### src/hw/rtl/cct_pkg.sv
package cct_pkg;

  // store geometry: a power of two so that folding is a mask
  localparam int STORE_AW    = 16;
  localparam int STORE_BYTES = 1 << STORE_AW;

  // input item opcodes
  localparam logic OP_MARK    = 1'b0;
  localparam logic OP_MEASURE = 1'b1;

  // command queue
  localparam int QUEUE_DEPTH = 4;
  localparam int QUEUE_AW    = $clog2(QUEUE_DEPTH);

  // what the back end does with a queued command
  typedef enum logic [1:0] {
    K_MARK  = 2'd0,   // write one length byte
    K_WALK  = 2'd1,   // walk the store from start to stop
    K_FIXED = 2'd2    // result known up front, nothing covered
  } kind_t;

  typedef struct packed {
    kind_t                kind;
    logic [STORE_AW-1:0]  addr;     // mark address or walk start
    logic [7:0]           len;
    logic [31:0]          stop;     // inclusive region end, folded in paged mode
    logic [32:0]          region;   // region size
  } entry_t;

  typedef struct packed {
    logic full;
    logic empty;
  } q_stat_t;

endpackage

### src/hw/rtl/cct_queue.sv
module cct_queue (
  input  logic             clk,
  input  logic             rst,
  input  logic             push,
  input  cct_pkg::entry_t  push_entry,
  input  logic             pop,
  output cct_pkg::entry_t  head,
  output cct_pkg::q_stat_t q_stat
);
  import cct_pkg::*;

  entry_t              slots [QUEUE_DEPTH];
  logic [QUEUE_AW-1:0] wr_ptr;
  logic [QUEUE_AW-1:0] rd_ptr;
  logic [QUEUE_AW:0]   count;

  // payload slots
  always_ff @(posedge clk) begin
    if (push) begin
      slots[wr_ptr] <= push_entry;
    end
  end

  // pointers and fill level
  always_ff @(posedge clk) begin
    if (rst) begin
      wr_ptr <= '0;
      rd_ptr <= '0;
      count  <= '0;
    end else begin
      if (push) begin
        wr_ptr <= wr_ptr + 1'b1;
      end
      if (pop) begin
        rd_ptr <= rd_ptr + 1'b1;
      end
      if (push && !pop) begin
        count <= count + 1'b1;
      end else if (pop && !push) begin
        count <= count - 1'b1;
      end
    end
  end

  assign head         = slots[rd_ptr];
  assign q_stat.full  = count == (QUEUE_AW+1)'(QUEUE_DEPTH);
  assign q_stat.empty = count == '0;

endmodule

### config.mk
export PLATFORM = sky130hd
export DESIGN_NAME = cct_queue
export DESIGN_NICKNAME = d
export VERILOG_FILES = /design/src/hw/rtl/cct_pkg.sv /design/src/hw/rtl/cct_queue.sv
export SDC_FILE = /design/constraint.sdc
export NUM_CORES = 1
export LEC_CHECK = 0
export CELL_PAD_IN_SITES_DETAIL_PLACEMENT = 0
export CELL_PAD_IN_SITES_GLOBAL_PLACEMENT = 1
export CORE_ASPECT_RATIO = 0.6
export CORE_UTILIZATION = 45
export DETAILED_ROUTE_END_ITERATION = 16
export DONT_BUFFER_PORTS = 1
export HOLD_SLACK_MARGIN = 0.12
export PLACE_DENSITY = 0.75
export SLEW_MARGIN = 20
export SYNTH_ARGS = -nofsm -noshare
export SYNTH_HDL_FRONTEND = slang
export SYNTH_SLANG_ARGS = --single-unit
### constraint.sdc
create_clock -name clk -period 9.3 [get_ports clk]
set_input_delay 0.93 -clock clk [delete_from_list [all_inputs] [get_ports clk]]
set_output_delay 0.93 -clock clk [all_outputs]
set_load 0.02 [all_outputs]
==> results.ini <==
[power]
finalPower_mw=3.61
peakVddDrop_v=0.000169
cellLeakagePower_nw=4.60
power.density_mw_per_mm2=240

[setup_path]
cp.required_ps=8370
cp-start-kind=register
worst-setup-path-type=reg -> out
cp.buffers_inverters=1
slowest_stage=dfxtp_4
crit_family=flip-flops
cp-end-kind=output port
arrival_ps=2900
path_cells=buf_6 > mux4_2
critPathMaxStageDelay_ps=870
critPathMaxFanout=52

[timing]
setup-tns-final_ps=0
worst_pin_slew_ps=916
final_max_slew_viol_count=0
fmax_mhz=261
finClkSkew_ps=12.0
fin_crit_sh_pct=41.2
relSlewSlack_pct=38.8
finalHoldViolations=0
period_needed_ps=3830
rsz0062_at_grt=no
finalSetupViolCount=0

[logic_synthesis]
yosys.area_share.simple_pct=0.541
yosysMostFrequentCell=edfxtp_1
synth_top_cell_area_share_pct=80.1
synthTopCellsByCount=364 x edfxtp_1, 91 x mux4_2, 9 x buf_12, 9 x buf_2, 9 x dfxtp_1
ys_ff_latch=373
synth.largest_area_cell=edfxtp_1
yosys.cell_types.count=21
yosys-top-cells-area=edfxtp_1 80%, mux4_2 15%, buf_12 1.3%, dfxtp_1 1.3%, ha_1 0.46%
synthCells=519
netlist_area_mm2=0.0136
synth-edff-count=364
synth-xor-area-share_pct=0.321
synthAdderAreaFrac_pct=0.605
yosys_warnings=0
synth-seq-area-share_pct=81.4
synth_compound_area_share_pct=0.0733
synth_top_family_by_area=multiplexers
synthMuxAreaShare_pct=15.2
avgSynthCellArea_um2=26.3
synth_flop_cell=edfxtp_1
synth_nets=620
async_reset_ff_share_pct=0

[clock_tree]
cts_tree=done
cts_root_buffer=clkbuf_16
cts.clk_slew.worst_paths_ps=60
clock_latency_ps=510
clk_path_buf_depth=3
postCtsHoldBufs=0
post_cts_buffers=0
clock_sinks=373
cts_buffers=35
cts_resized=0
cts_htree_levels=2

[detailed_routing]
wl_um=24200
vias=5413
drtAntennaViolNets=0
drt-initial-drc-count=374
vias_per_cell=5.62
drc_errors=0
dr.pass1.iters=6
wl_per_cell_um=25.1

[global_route]
grt_pass1_vias=5528
grt_pass1_wl_um=35100
gr-total-overflow=0
grt_util_all_layers_pct=15.7
grt_max_degree=53
antenna_found_initial=0

[die]
fp.coreArea_mm2=0.0292
row_count=48
die_y_um=137
die_w_um=227
die_area_mm2=0.0311
initial_utilization_pct=46.7
ios=188

[layout]
drive_gt1_share_pct=26.6
nets=642
fill_cells=2228
final_cells=964
area.growth.synth_to_final_pct=10.3
diodes=0

[status]
outcome=completed

[hold_path]
hold_class=in -> reg

[job]
cap_violations=0

[placed_design]
place.gp.congestion=0.802
dp_cells=904
io_buffer_count=0
dp_hpwl_um=14700

-- cell families after synthesis --
family	after synthesis
AND/OR/NAND/NOR	15
flip-flops	373
AO/OA/AOI/OAI	2
XOR/XNOR	5
buffers and inverters	25
multiplexers	93
adder cells (fa/ha/maj)	6
-- per-stage QoR --
step	setup slack (ps)	instance area [um2]	utilization, %	hold slack [ps]
after detailed placement	5640	14000	47.8	494
after global routing	5190	15100	51.5	441
after floorplan	5800	13600	-	466
after global placement	5730	14000	47.8	471
after CTS	5040	15100	51.5	441
final	5470	15100	51.5	475
-- cell type report --
cell class / count / area, um2 / share of cell area, %
clock inverter: 17 / 163 / 1.08
sequential: 373 / 11100 / 73.8
clock buffer: 43 / 927 / 6.16
tap: 400 / 500 / 3.32
timing repair buffer: 6 / 48.8 / 0.324
multi-input combinational: 121 / 2290 / 15.2
inverter: 4 / 15.0 / 0.0997
-- final timing paths --
kind                                        startpoint                endpoint  slack (ps)  cells past startpoint
worst max-delay path                          register                 head[8]        5470                      2
worst min-delay path                               rst                register         480                      1
worst max register to register  wr_ptr[0]$_SDFFE_PP0P_  slots[0][44]$_DFFE_PP_        6950                      4
worst min register to register   count[2]$_SDFFE_PP0P_   count[2]$_SDFFE_PP0P_         510                      2
-- placed cells by master (no fill, tap or decap), types with 2 or more instances in the layout --
master      synthesis  routed
and2_4              0       4
dfxtp_4             0       2
bufinv_16           0       2
inv_1               4       4
ha_1                5       5
edfxtp_1          364     364
mux2i_1             2       2
mux4_2             91      91
dfxtp_1             9       7
clkbuf_16           0      36
clkinv_1            0       6
clkbuf_1            2       7
xor2_1              3       3
xnor2_1             2       2
clkinv_8            0       2
clkinv_2            0       3
buf_4               0       5
clkinvlp_4          0       2
nor2_1              7       7
-- flip-flops by register name (all words and copies together), names as in the netlist, named ones only --
signal  cells
wr_ptr      2
rd_ptr      2
count       3
slots     364
-- power by group --
group          total [mW]  internal [mW]  leakage [nW]  switching (mW)
clock                1.35          0.770         0.524           0.582
combinational       0.291          0.104         0.659           0.187
sequential           1.97           1.93          3.42          0.0374
-- routing by layer --
layer	track usage, %	vias to the layer above	share of wire [%]
li1	-	2255	-
met1	21.3	2894	40
met2	23.6	239	47
met3	6.89	25	12
met4	3.45	0	1.1
met5	0	-	0
(Power assumes the default switching activity.)
