**src/hw/rtl/cct_pkg.sv**
```systemverilog
package cct_pkg;

  // store geometry: a power of two so that folding is a mask
  localparam int STORE_AW    = 16;
  localparam int STORE_BYTES = 1 << STORE_AW;

  // input item opcodes
  localparam logic OP_MARK    = 1'b0;
  localparam logic OP_MEASURE = 1'b1;

  // command queue
  localparam int QUEUE_DEPTH = 4;
  localparam int QUEUE_AW    = $clog2(QUEUE_DEPTH);

  // what the back end does with a queued command
  typedef enum logic [1:0] {
    K_MARK  = 2'd0,   // write one length byte
    K_WALK  = 2'd1,   // walk the store from start to stop
    K_FIXED = 2'd2    // result known up front, nothing covered
  } kind_t;

  typedef struct packed {
    kind_t                kind;
    logic [STORE_AW-1:0]  addr;     // mark address or walk start
    logic [7:0]           len;
    logic [31:0]          stop;     // inclusive region end, folded in paged mode
    logic [32:0]          region;   // region size
  } entry_t;

  typedef struct packed {
    logic full;
    logic empty;
  } q_stat_t;

endpackage

```
**src/hw/rtl/cct_front.sv**
```systemverilog
module cct_front (
  input  logic            clk,
  input  logic            rst,
  input  logic            cfg_valid,
  output logic            cfg_ready,
  input  logic            paged_mode,
  input  logic            in_valid,
  output logic            in_ready,
  input  logic            opcode,
  input  logic [31:0]     address,
  input  logic [7:0]      op_length,
  input  logic [31:0]     region_end,
  input  cct_pkg::q_stat_t q_stat,
  input  logic            clearing,
  output logic            push,
  output cct_pkg::entry_t push_entry
);
  import cct_pkg::*;

  logic        paged;
  logic [31:0] start_f;
  logic [31:0] stop_f;
  logic        reversed;
  logic        start_in;

  // mode register, writable at any time
  assign cfg_ready = 1'b1;

  always_ff @(posedge clk) begin
    if (rst) begin
      paged <= 1'b0;
    end else if (cfg_valid) begin
      paged <= paged_mode;
    end
  end

  // address folding in paged mode
  always_comb begin
    start_f = address;
    stop_f  = region_end;
    if (paged) begin
      start_f = {{(32-STORE_AW){1'b0}}, address[STORE_AW-1:0]};
      stop_f  = {{(32-STORE_AW){1'b0}}, region_end[STORE_AW-1:0]};
    end
  end

  assign reversed = stop_f < start_f;
  assign start_in = start_f[31:STORE_AW] == '0;

  // classify the beat into a queue entry
  always_comb begin
    push_entry.addr   = start_f[STORE_AW-1:0];
    push_entry.len    = op_length;
    push_entry.stop   = stop_f;
    push_entry.region = reversed ? 33'd0
                                 : ({1'b0, stop_f} - {1'b0, start_f} + 33'd1);
    if (opcode == OP_MARK) begin
      push_entry.kind = K_MARK;
    end else if (reversed || !start_in) begin
      push_entry.kind = K_FIXED;
    end else begin
      push_entry.kind = K_WALK;
    end
  end

  assign in_ready = !q_stat.full && !clearing;

  // marks outside the store are dropped here
  assign push = in_valid && in_ready && !(opcode == OP_MARK && !start_in);

endmodule

```
**config.mk**
```make
export PLATFORM = sky130hd
export DESIGN_NAME = cct_front
export DESIGN_NICKNAME = d
export VERILOG_FILES = /design/src/hw/rtl/cct_pkg.sv /design/src/hw/rtl/cct_front.sv
export SDC_FILE = /design/constraint.sdc
export NUM_CORES = 1
export LEC_CHECK = 0
export BUFFER_PORTS_ARGS = -buffer_cell sky130_fd_sc_hd__buf_2
export CELL_PAD_IN_SITES_DETAIL_PLACEMENT = 0
export CELL_PAD_IN_SITES_GLOBAL_PLACEMENT = 1
export CORE_MARGIN = 1
export CORE_UTILIZATION = 35
export CTS_CLUSTER_DIAMETER = 120
export DETAILED_ROUTE_END_ITERATION = 10
export PLACE_DENSITY = 0.86
export SETUP_SLACK_MARGIN = 0.1
export SLEW_MARGIN = 20
export SYNTH_ARGS = -nofsm -noshare
export SYNTH_HDL_FRONTEND = slang
export SYNTH_SLANG_ARGS = --single-unit
```
**constraint.sdc**
```tcl
create_clock -name clk -period 8.2 [get_ports clk]
set_input_delay 0.82 -clock clk [delete_from_list [all_inputs] [get_ports clk]]
set_output_delay 0.82 -clock clk [all_outputs]
set_load 0.1 [all_outputs]
```
==> out/metrics.yaml, run 1 <==
status:
  status: "finished, final reports clean"
synth:
  syn-cell-area_sq_um: 3546
  synthMuxAreaShare: 0.005646
  synthesis.nets: 648
  synth_common_cells: "ha_1 (63), inv_1 (56), nor2_1 (44), buf_4 (41), nand2_1 (41)"
  yosys.area_share.simple: 0.2159
  yosysMostFrequentCell: "ha_1"
  yosysWarnings: 0
  seq_area_frac_synth: 0.005646
  synth_xor_area_frac: 0.07163
  syn_avg_cell_area_sq_um: 7.266
  yosysTopAreaCellShare: 0.2223
  synth_fa_ha_area_frac: 0.3126
  synth_top_family_by_area: "adder cells"
  synthArstFlopShare: 0
  ys_ff_latch: 1
  yosysTopAreaCell: "ha_1"
  syn_inst: 488
  synth-main-ff-cell: "dfxtp_1"
  synth_compound_area_frac: 0.2223
  synth_edf_count: 0
  synth.distinct_cells: 63
  synth_area_leaders: "ha_1 (22%), fa_1 (9.0%), buf_4 (8.7%)"
global_routing:
  antenna_found_initial: 0
  grt_first_pass_wirelength_microns: 15930
  grt_max_degree: 30
  grt_pass1_vias: 3415
  overflow: 0
  gr-usage-all-layers: 0.1853
placed_design:
  placed_cell_area_sq_um: 4125
  dpl.hpwl_microns: 8914
  io_buffers: 156
  place.gp.congestion: 0.8881
  place_ws_ns: 2.947
routing:
  drtAntennaViolNets: 0
  via_per_inst: 5.003
  routed_wl_microns: 9925
  wire_per_inst_microns: 13.71
  drt-initial-drc-count: 108
  vias: 3622
  post-route-drc-count: 0
  dr.pass1.iters: 4
worst_setup_path:
  crit_slowest_cell: "dfxtp_1"
  max_stage_delay_ns: 0.63
  end_kind: "output port"
  reg2regPathDepth: 2
  regToRegStartpoint: "paged$_SDFFE_PP0P_"
  cp.required_ns: 7.38
  critPathMaxFanout: 25
  crit_chain: "inv_1 -> nand2_1 -> ha_1 -> fa_1 -> a22oi_1 -> o21ai_1 -> o31ai_1 -> o31ai_2 -> a211oi_2 -> mux2i_1 -> buf_2"
  worst-endpoint-arrival_ns: 4.14
  path_class: "flip-flop to output port"
  cp-startpoint: "paged$_SDFFE_PP0P_"
  start_kind: "flip-flop"
power:
  peakVddDrop_v: 0.00009075
  finalPower_w: 0.0007864
  leakage_nw: 2.251
  powerDensity_nw_per_um2: 190.6
floorplan:
  rows: 36
  die_w_microns: 102.7
  die_h_microns: 102.7
  io_pins: 175
  core_area_sq_um: 9774
  initial_utilization: 0.3628
  die-area_sq_um: 10540
min_path:
  hold-path-cell-count: 2
  min-delay-start: "paged$_SDFFE_PP0P_"
  hold_path_class: "flip-flop to flip-flop"
clocking:
  cts_resized: 0
  insertion_delay_ns: 0
  hold_buffers: 0
  postCtsSetupBuffers: 0
  clkTransAtPathRegs_ns: 0
timing:
  tns_ns: 0
  layout_min_cycle_time_ns: 4.961
  finalSetupViolCount: 0
  final_max_slew_viol_count: 0
  fmax_ghz: 0.2016
  fin_crit_sh: 0.6050
  worst_slack_ns: 3.239
  rsz0062_at_grt: "false"
  clock_skew_ns: 0
  tightestPinTransition_ns: 0.6425
  finalHoldViolCount: 0
  relSlewSlack: 0.5712
layout:
  largest_reg_flops: 1
  top_register: "paged"
  fin_util: 0.4220
  diodes: 0
  nets: 753
  reg_top3: "paged x1"
  drive_above_1_share: 0.3012
  syn_to_final_growth_pct: 16.34
  stdcell_area_sq_um: 4125
run:
  drv_cap: 0
-- per-layer routing --
| metal | vias to the layer above | track usage | wire [microns] |
|---|---|---|---|
| met2 | 103 | 0.3226 | 4885 |
| met4 | 0 | 0.02418 | 127 |
| li1 | 1845 | - | - |
| met3 | 12 | 0.01424 | 530 |
| met5 | - | 0 | 0 |
| met1 | 1662 | 0.2549 | 4380 |
-- power by group --
| part | leakage, nW | switching (W) | internal [W] |
|---|---|---|---|
| clock | 0 | 0 | 0 |
| sequential | 0.00826 | 0.00000125 | 0.00000526 |
| combinational | 2.24 | 0.000598 | 0.000182 |
| total | 2.25 | 0.000599 | 0.000187 |
-- cells in the final DEF, fill, tap and decap left out, drive strengths merged, types with 3 or more instances in the layout --
cell type and instances:
nor2b 15, a21o 6, o41ai 4, xor2 9, nand2b 6, o21ai 16, and2 6, nor3 10
nand4 7, and3 7, nand2 41, a21boi 3, nor2 44, o21a 3, o31ai 6, o21bai 8
inv 58, fa 16, a31oi 8, a21oi 30, buf 156, a31o 3, a221oi 5, xnor2 20
nand3 12, ha 63
-- per-stage QoR --
stage	std cells	hold slack (ns)
final	724	0.7672
after detailed placement	724	0.7931
after CTS	724	0.7910
after floorplan	488	0.7189
after global placement	724	0.7463
after global routing	724	0.8384
-- path summary, 6_finish.rpt --
check,endpoint,slack (ns)
min,paged$_SDFFE_PP0P_,0.77
max reg2reg,paged$_SDFFE_PP0P_,7.26
min reg2reg,paged$_SDFFE_PP0P_,0.77
max,push_entry[32],3.24
-- area by class of cell --
type	instances	area [sq um]
repair buffers	156	780.7
fillers	1062	5649
multi-input cells	376	2940
flip-flops and latches	1	20.02
inverters	58	217.7
well taps	133	166.4
-- logic make-up after synthesis --
family	after synthesis
and+or+nand+nor	158
buffers and inverters	111
AOI/OAI and AO/OA	107
adders and majority gates	79
xor gates and xnor gates	29
muxes	2
other	1
DFF	1
-- worst max-delay path: cells and delay by family, from the launching register on --
kind / cells / cell delay (ns)
AOI/OAI and AO/OA: 5 / 1.37
buffers and inverters: 2 / 0.92
adders and majority gates: 2 / 0.79
DFF: 1 / 0.63
muxes: 1 / 0.24
and+or+nand+nor: 1 / 0.16
Note: power is estimated with default switching activity, not from simulation.
==> run 2: changes to the inputs <==
--- a/config.mk
+++ b/config.mk
@@ -9,10 +9,10 @@
 export CELL_PAD_IN_SITES_DETAIL_PLACEMENT = 0
 export CELL_PAD_IN_SITES_GLOBAL_PLACEMENT = 1
 export CORE_MARGIN = 1
-export CORE_UTILIZATION = 35
+export CORE_UTILIZATION = 30
 export CTS_CLUSTER_DIAMETER = 120
 export DETAILED_ROUTE_END_ITERATION = 10
-export PLACE_DENSITY = 0.86
+export PLACE_DENSITY = 0.78
 export SETUP_SLACK_MARGIN = 0.1
 export SLEW_MARGIN = 20
 export SYNTH_ARGS = -nofsm -noshare
==> constraint.sdc (replaced) <==
create_clock -name clk -period 4.35 [get_ports clk]
set_input_delay 0.435 -clock clk [delete_from_list [all_inputs] [get_ports clk]]
set_output_delay 0.435 -clock clk [all_outputs]
set_load 0.1 [all_outputs]
==> run 2 against run 1 <==
  * Setup slack got worse by 2.8 ns
  * Worst hold slack got worse by 0.16 ns
  * Total power rose by 130%
  * Critical path type is now input port to output port
  * Critical endpoint unchanged
  * Largest power group unchanged
  * Highest routed layer unchanged
==> out/metrics.yaml, run 2 (synthesis results as in run 1) <==
placed_design:
  place.gp.congestion: 0.8775  # -1.2%
  place_ws_ns: 0.3852  # -2.562 ns
  io_buffers: 156  # unchanged
  dpl.hpwl_microns: 9726  # +9.1%
  placed_cell_area_sq_um: 4901  # +19%
global_routing:
  grt_max_degree: 18  # -40%
  overflow: 0  # unchanged
  grt_first_pass_wirelength_microns: 17500  # +9.9%
  gr-usage-all-layers: 0.1675  # -0.01781
  grt_pass1_vias: 3705  # +8.5%
  antenna_found_initial: 0  # unchanged
timing:
  clock_skew_ns: 0  # unchanged
  worst_slack_ns: 0.3998  # -2.840 ns
  final_max_slew_viol_count: 0  # unchanged
  fin_crit_sh: 0.9081
  finalSetupViolCount: 0  # unchanged
  finalHoldViolCount: 0  # unchanged
  layout_min_cycle_time_ns: 3.950
  fmax_ghz: 0.2532
  rsz0062_at_grt: "false"
floorplan:
  io_pins: 175  # unchanged
  die_w_microns: 110.7  # +7.9%
  initial_utilization: 0.3092  # -0.05356
  die_h_microns: 110.7  # +7.9%
  die-area_sq_um: 12260  # +16%
  core_area_sq_um: 11470  # +17%
  rows: 39  # +8.3%
routing:
  drtAntennaViolNets: 0  # unchanged
  drt-initial-drc-count: 162  # +50%
  wire_per_inst_microns: 14.42  # +5.2%
  via_per_inst: 4.986  # -0.33%
  post-route-drc-count: 0  # unchanged
  dr.pass1.iters: 4  # unchanged
  routed_wl_microns: 10660  # +7.4%
  vias: 3685  # +1.7%
layout:
  nets: 758  # +0.66%
  stdcell_area_sq_um: 4901  # +19%
  largest_reg_flops: 1  # unchanged
  final_cell_mix: "buf_2 (122), ha_1 (63), inv_1 (56), nand2_1 (41), buf_12 (34)"
  final_common_cell: "buf_2"
  top_register: "paged"
  drive_above_1_share: 0.3775  # +0.07633
  diodes: 0  # unchanged
  syn_to_final_growth_pct: 38.21
  reg_top3: "paged x1"
  fillerInstances: 1154  # +8.7%
power:
  internal_power_w: 0.0005971  # +220%
  powerDensity_nw_per_um2: 373.5  # +96%
  switching_share: 0.6738  # -0.08842
  switching_power_w: 0.001233  # +110%
  power_frac_clock: 0  # unchanged
  leakage_nw: 2.435  # +8.2%
  peakVddDrop_v: 0.0002787  # +210%
  sequentialPowerShare: 0.006  # -0.002
  combinationalPowerShare: 0.994  # +0.002
status:
  status: "finished, final reports clean"
worst_setup_path:
  critPathMaxFanout: 3  # -88%
  crit_slowest_cell: "a311oi_2"
  path_class: "input port to output port"
  worst-endpoint-arrival_ns: 3.52  # -0.62 ns
  start_kind: "input port"
  max_stage_delay_ns: 0.36  # -0.27 ns
  end_kind: "output port"
  cp.required_ns: 3.91  # -3.47 ns
  crit_chain: "buf_2 -> inv_1 -> ha_1 -> ha_1 -> a211o_1 -> a31o_1 -> a21o_1 -> a311oi_2 -> o21a_2 -> o31ai_2 -> a211oi_2 -> mux2i_4 -> buf_12"
  cp_common_cell: "ha_1"
clocking:
  clkTransAtPathRegs_ns: 0  # unchanged
  insertion_delay_ns: 0  # unchanged
  hold_buffers: 0  # unchanged
  cts_resized: 0  # unchanged
  postCtsSetupBuffers: 0  # unchanged
min_path:
  hold_path_class: "input port to flip-flop"
run:
  drv_cap: 0  # unchanged
## run 2: changes by cell type in the layout (fill, tap and decap cells not counted), sizes merged
cell  delta
buf      +5
## run 2: per-stage QoR
stage	utilization	setup TNS, ns	cells	power [W]	hold WS, ns
floorplan	-	-0.4055	488	0.001385	0.5074
global placement	0.4274	0	739	0.001824	0.5948
detailed placement	0.4274	0	739	0.001835	0.6054
CTS	0.4274	0	739	0.001839	0.6049
global route	0.4274	0	739	0.001924	0.6193
finish	0.4274	0	739	0.001830	0.6036
## run 2: cell type report
class                      instances  area (sq um)  area share
tap                              143         178.9     0.03651
inverter                          58         217.7     0.04442
sequential                         1         20.02    0.004085
timing repair buffer             161          1329      0.2711
multi-input combinational        376          3156      0.6439
## run 2: worst max-delay path, delay by kind of cell
kind / cells / cell delay, ns
buffers and inverters: 3 / 0.31
adders and majority gates: 2 / 0.65
AOI/OAI and AO/OA: 7 / 1.79
muxes: 1 / 0.31
## run 2: final timing paths
check	depth (start not counted)	to	startpoint	slack, ns
hold / removal	2	paged$_SDFFE_PP0P_	rst	0.60
hold reg to reg	3	paged$_SDFFE_PP0P_	paged$_SDFFE_PP0P_	0.75
setup reg to reg	3	paged$_SDFFE_PP0P_	paged$_SDFFE_PP0P_	3.54
setup / recovery	13	push_entry[32]	address[2]	0.40
## run 2: power by group through the flow
stage          sequential, W  combinational [W]  clock (W)
2_1_floorplan      0.0000105            0.00137          0
3_3_place_gp       0.0000103            0.00181          0
3_5_place_dp       0.0000103            0.00183          0
4_1_cts            0.0000103            0.00183          0
5_1_grt            0.0000104            0.00191          0
6_report           0.0000103            0.00182          0
## run 2: layer usage
metal	global-route usage	vias up	wire, microns
li1	-	1854	-
met1	0.2103	1706	4607
met2	0.3172	111	5426
met3	0.01312	14	502
met4	0.01956	0	124
met5	0	-	0
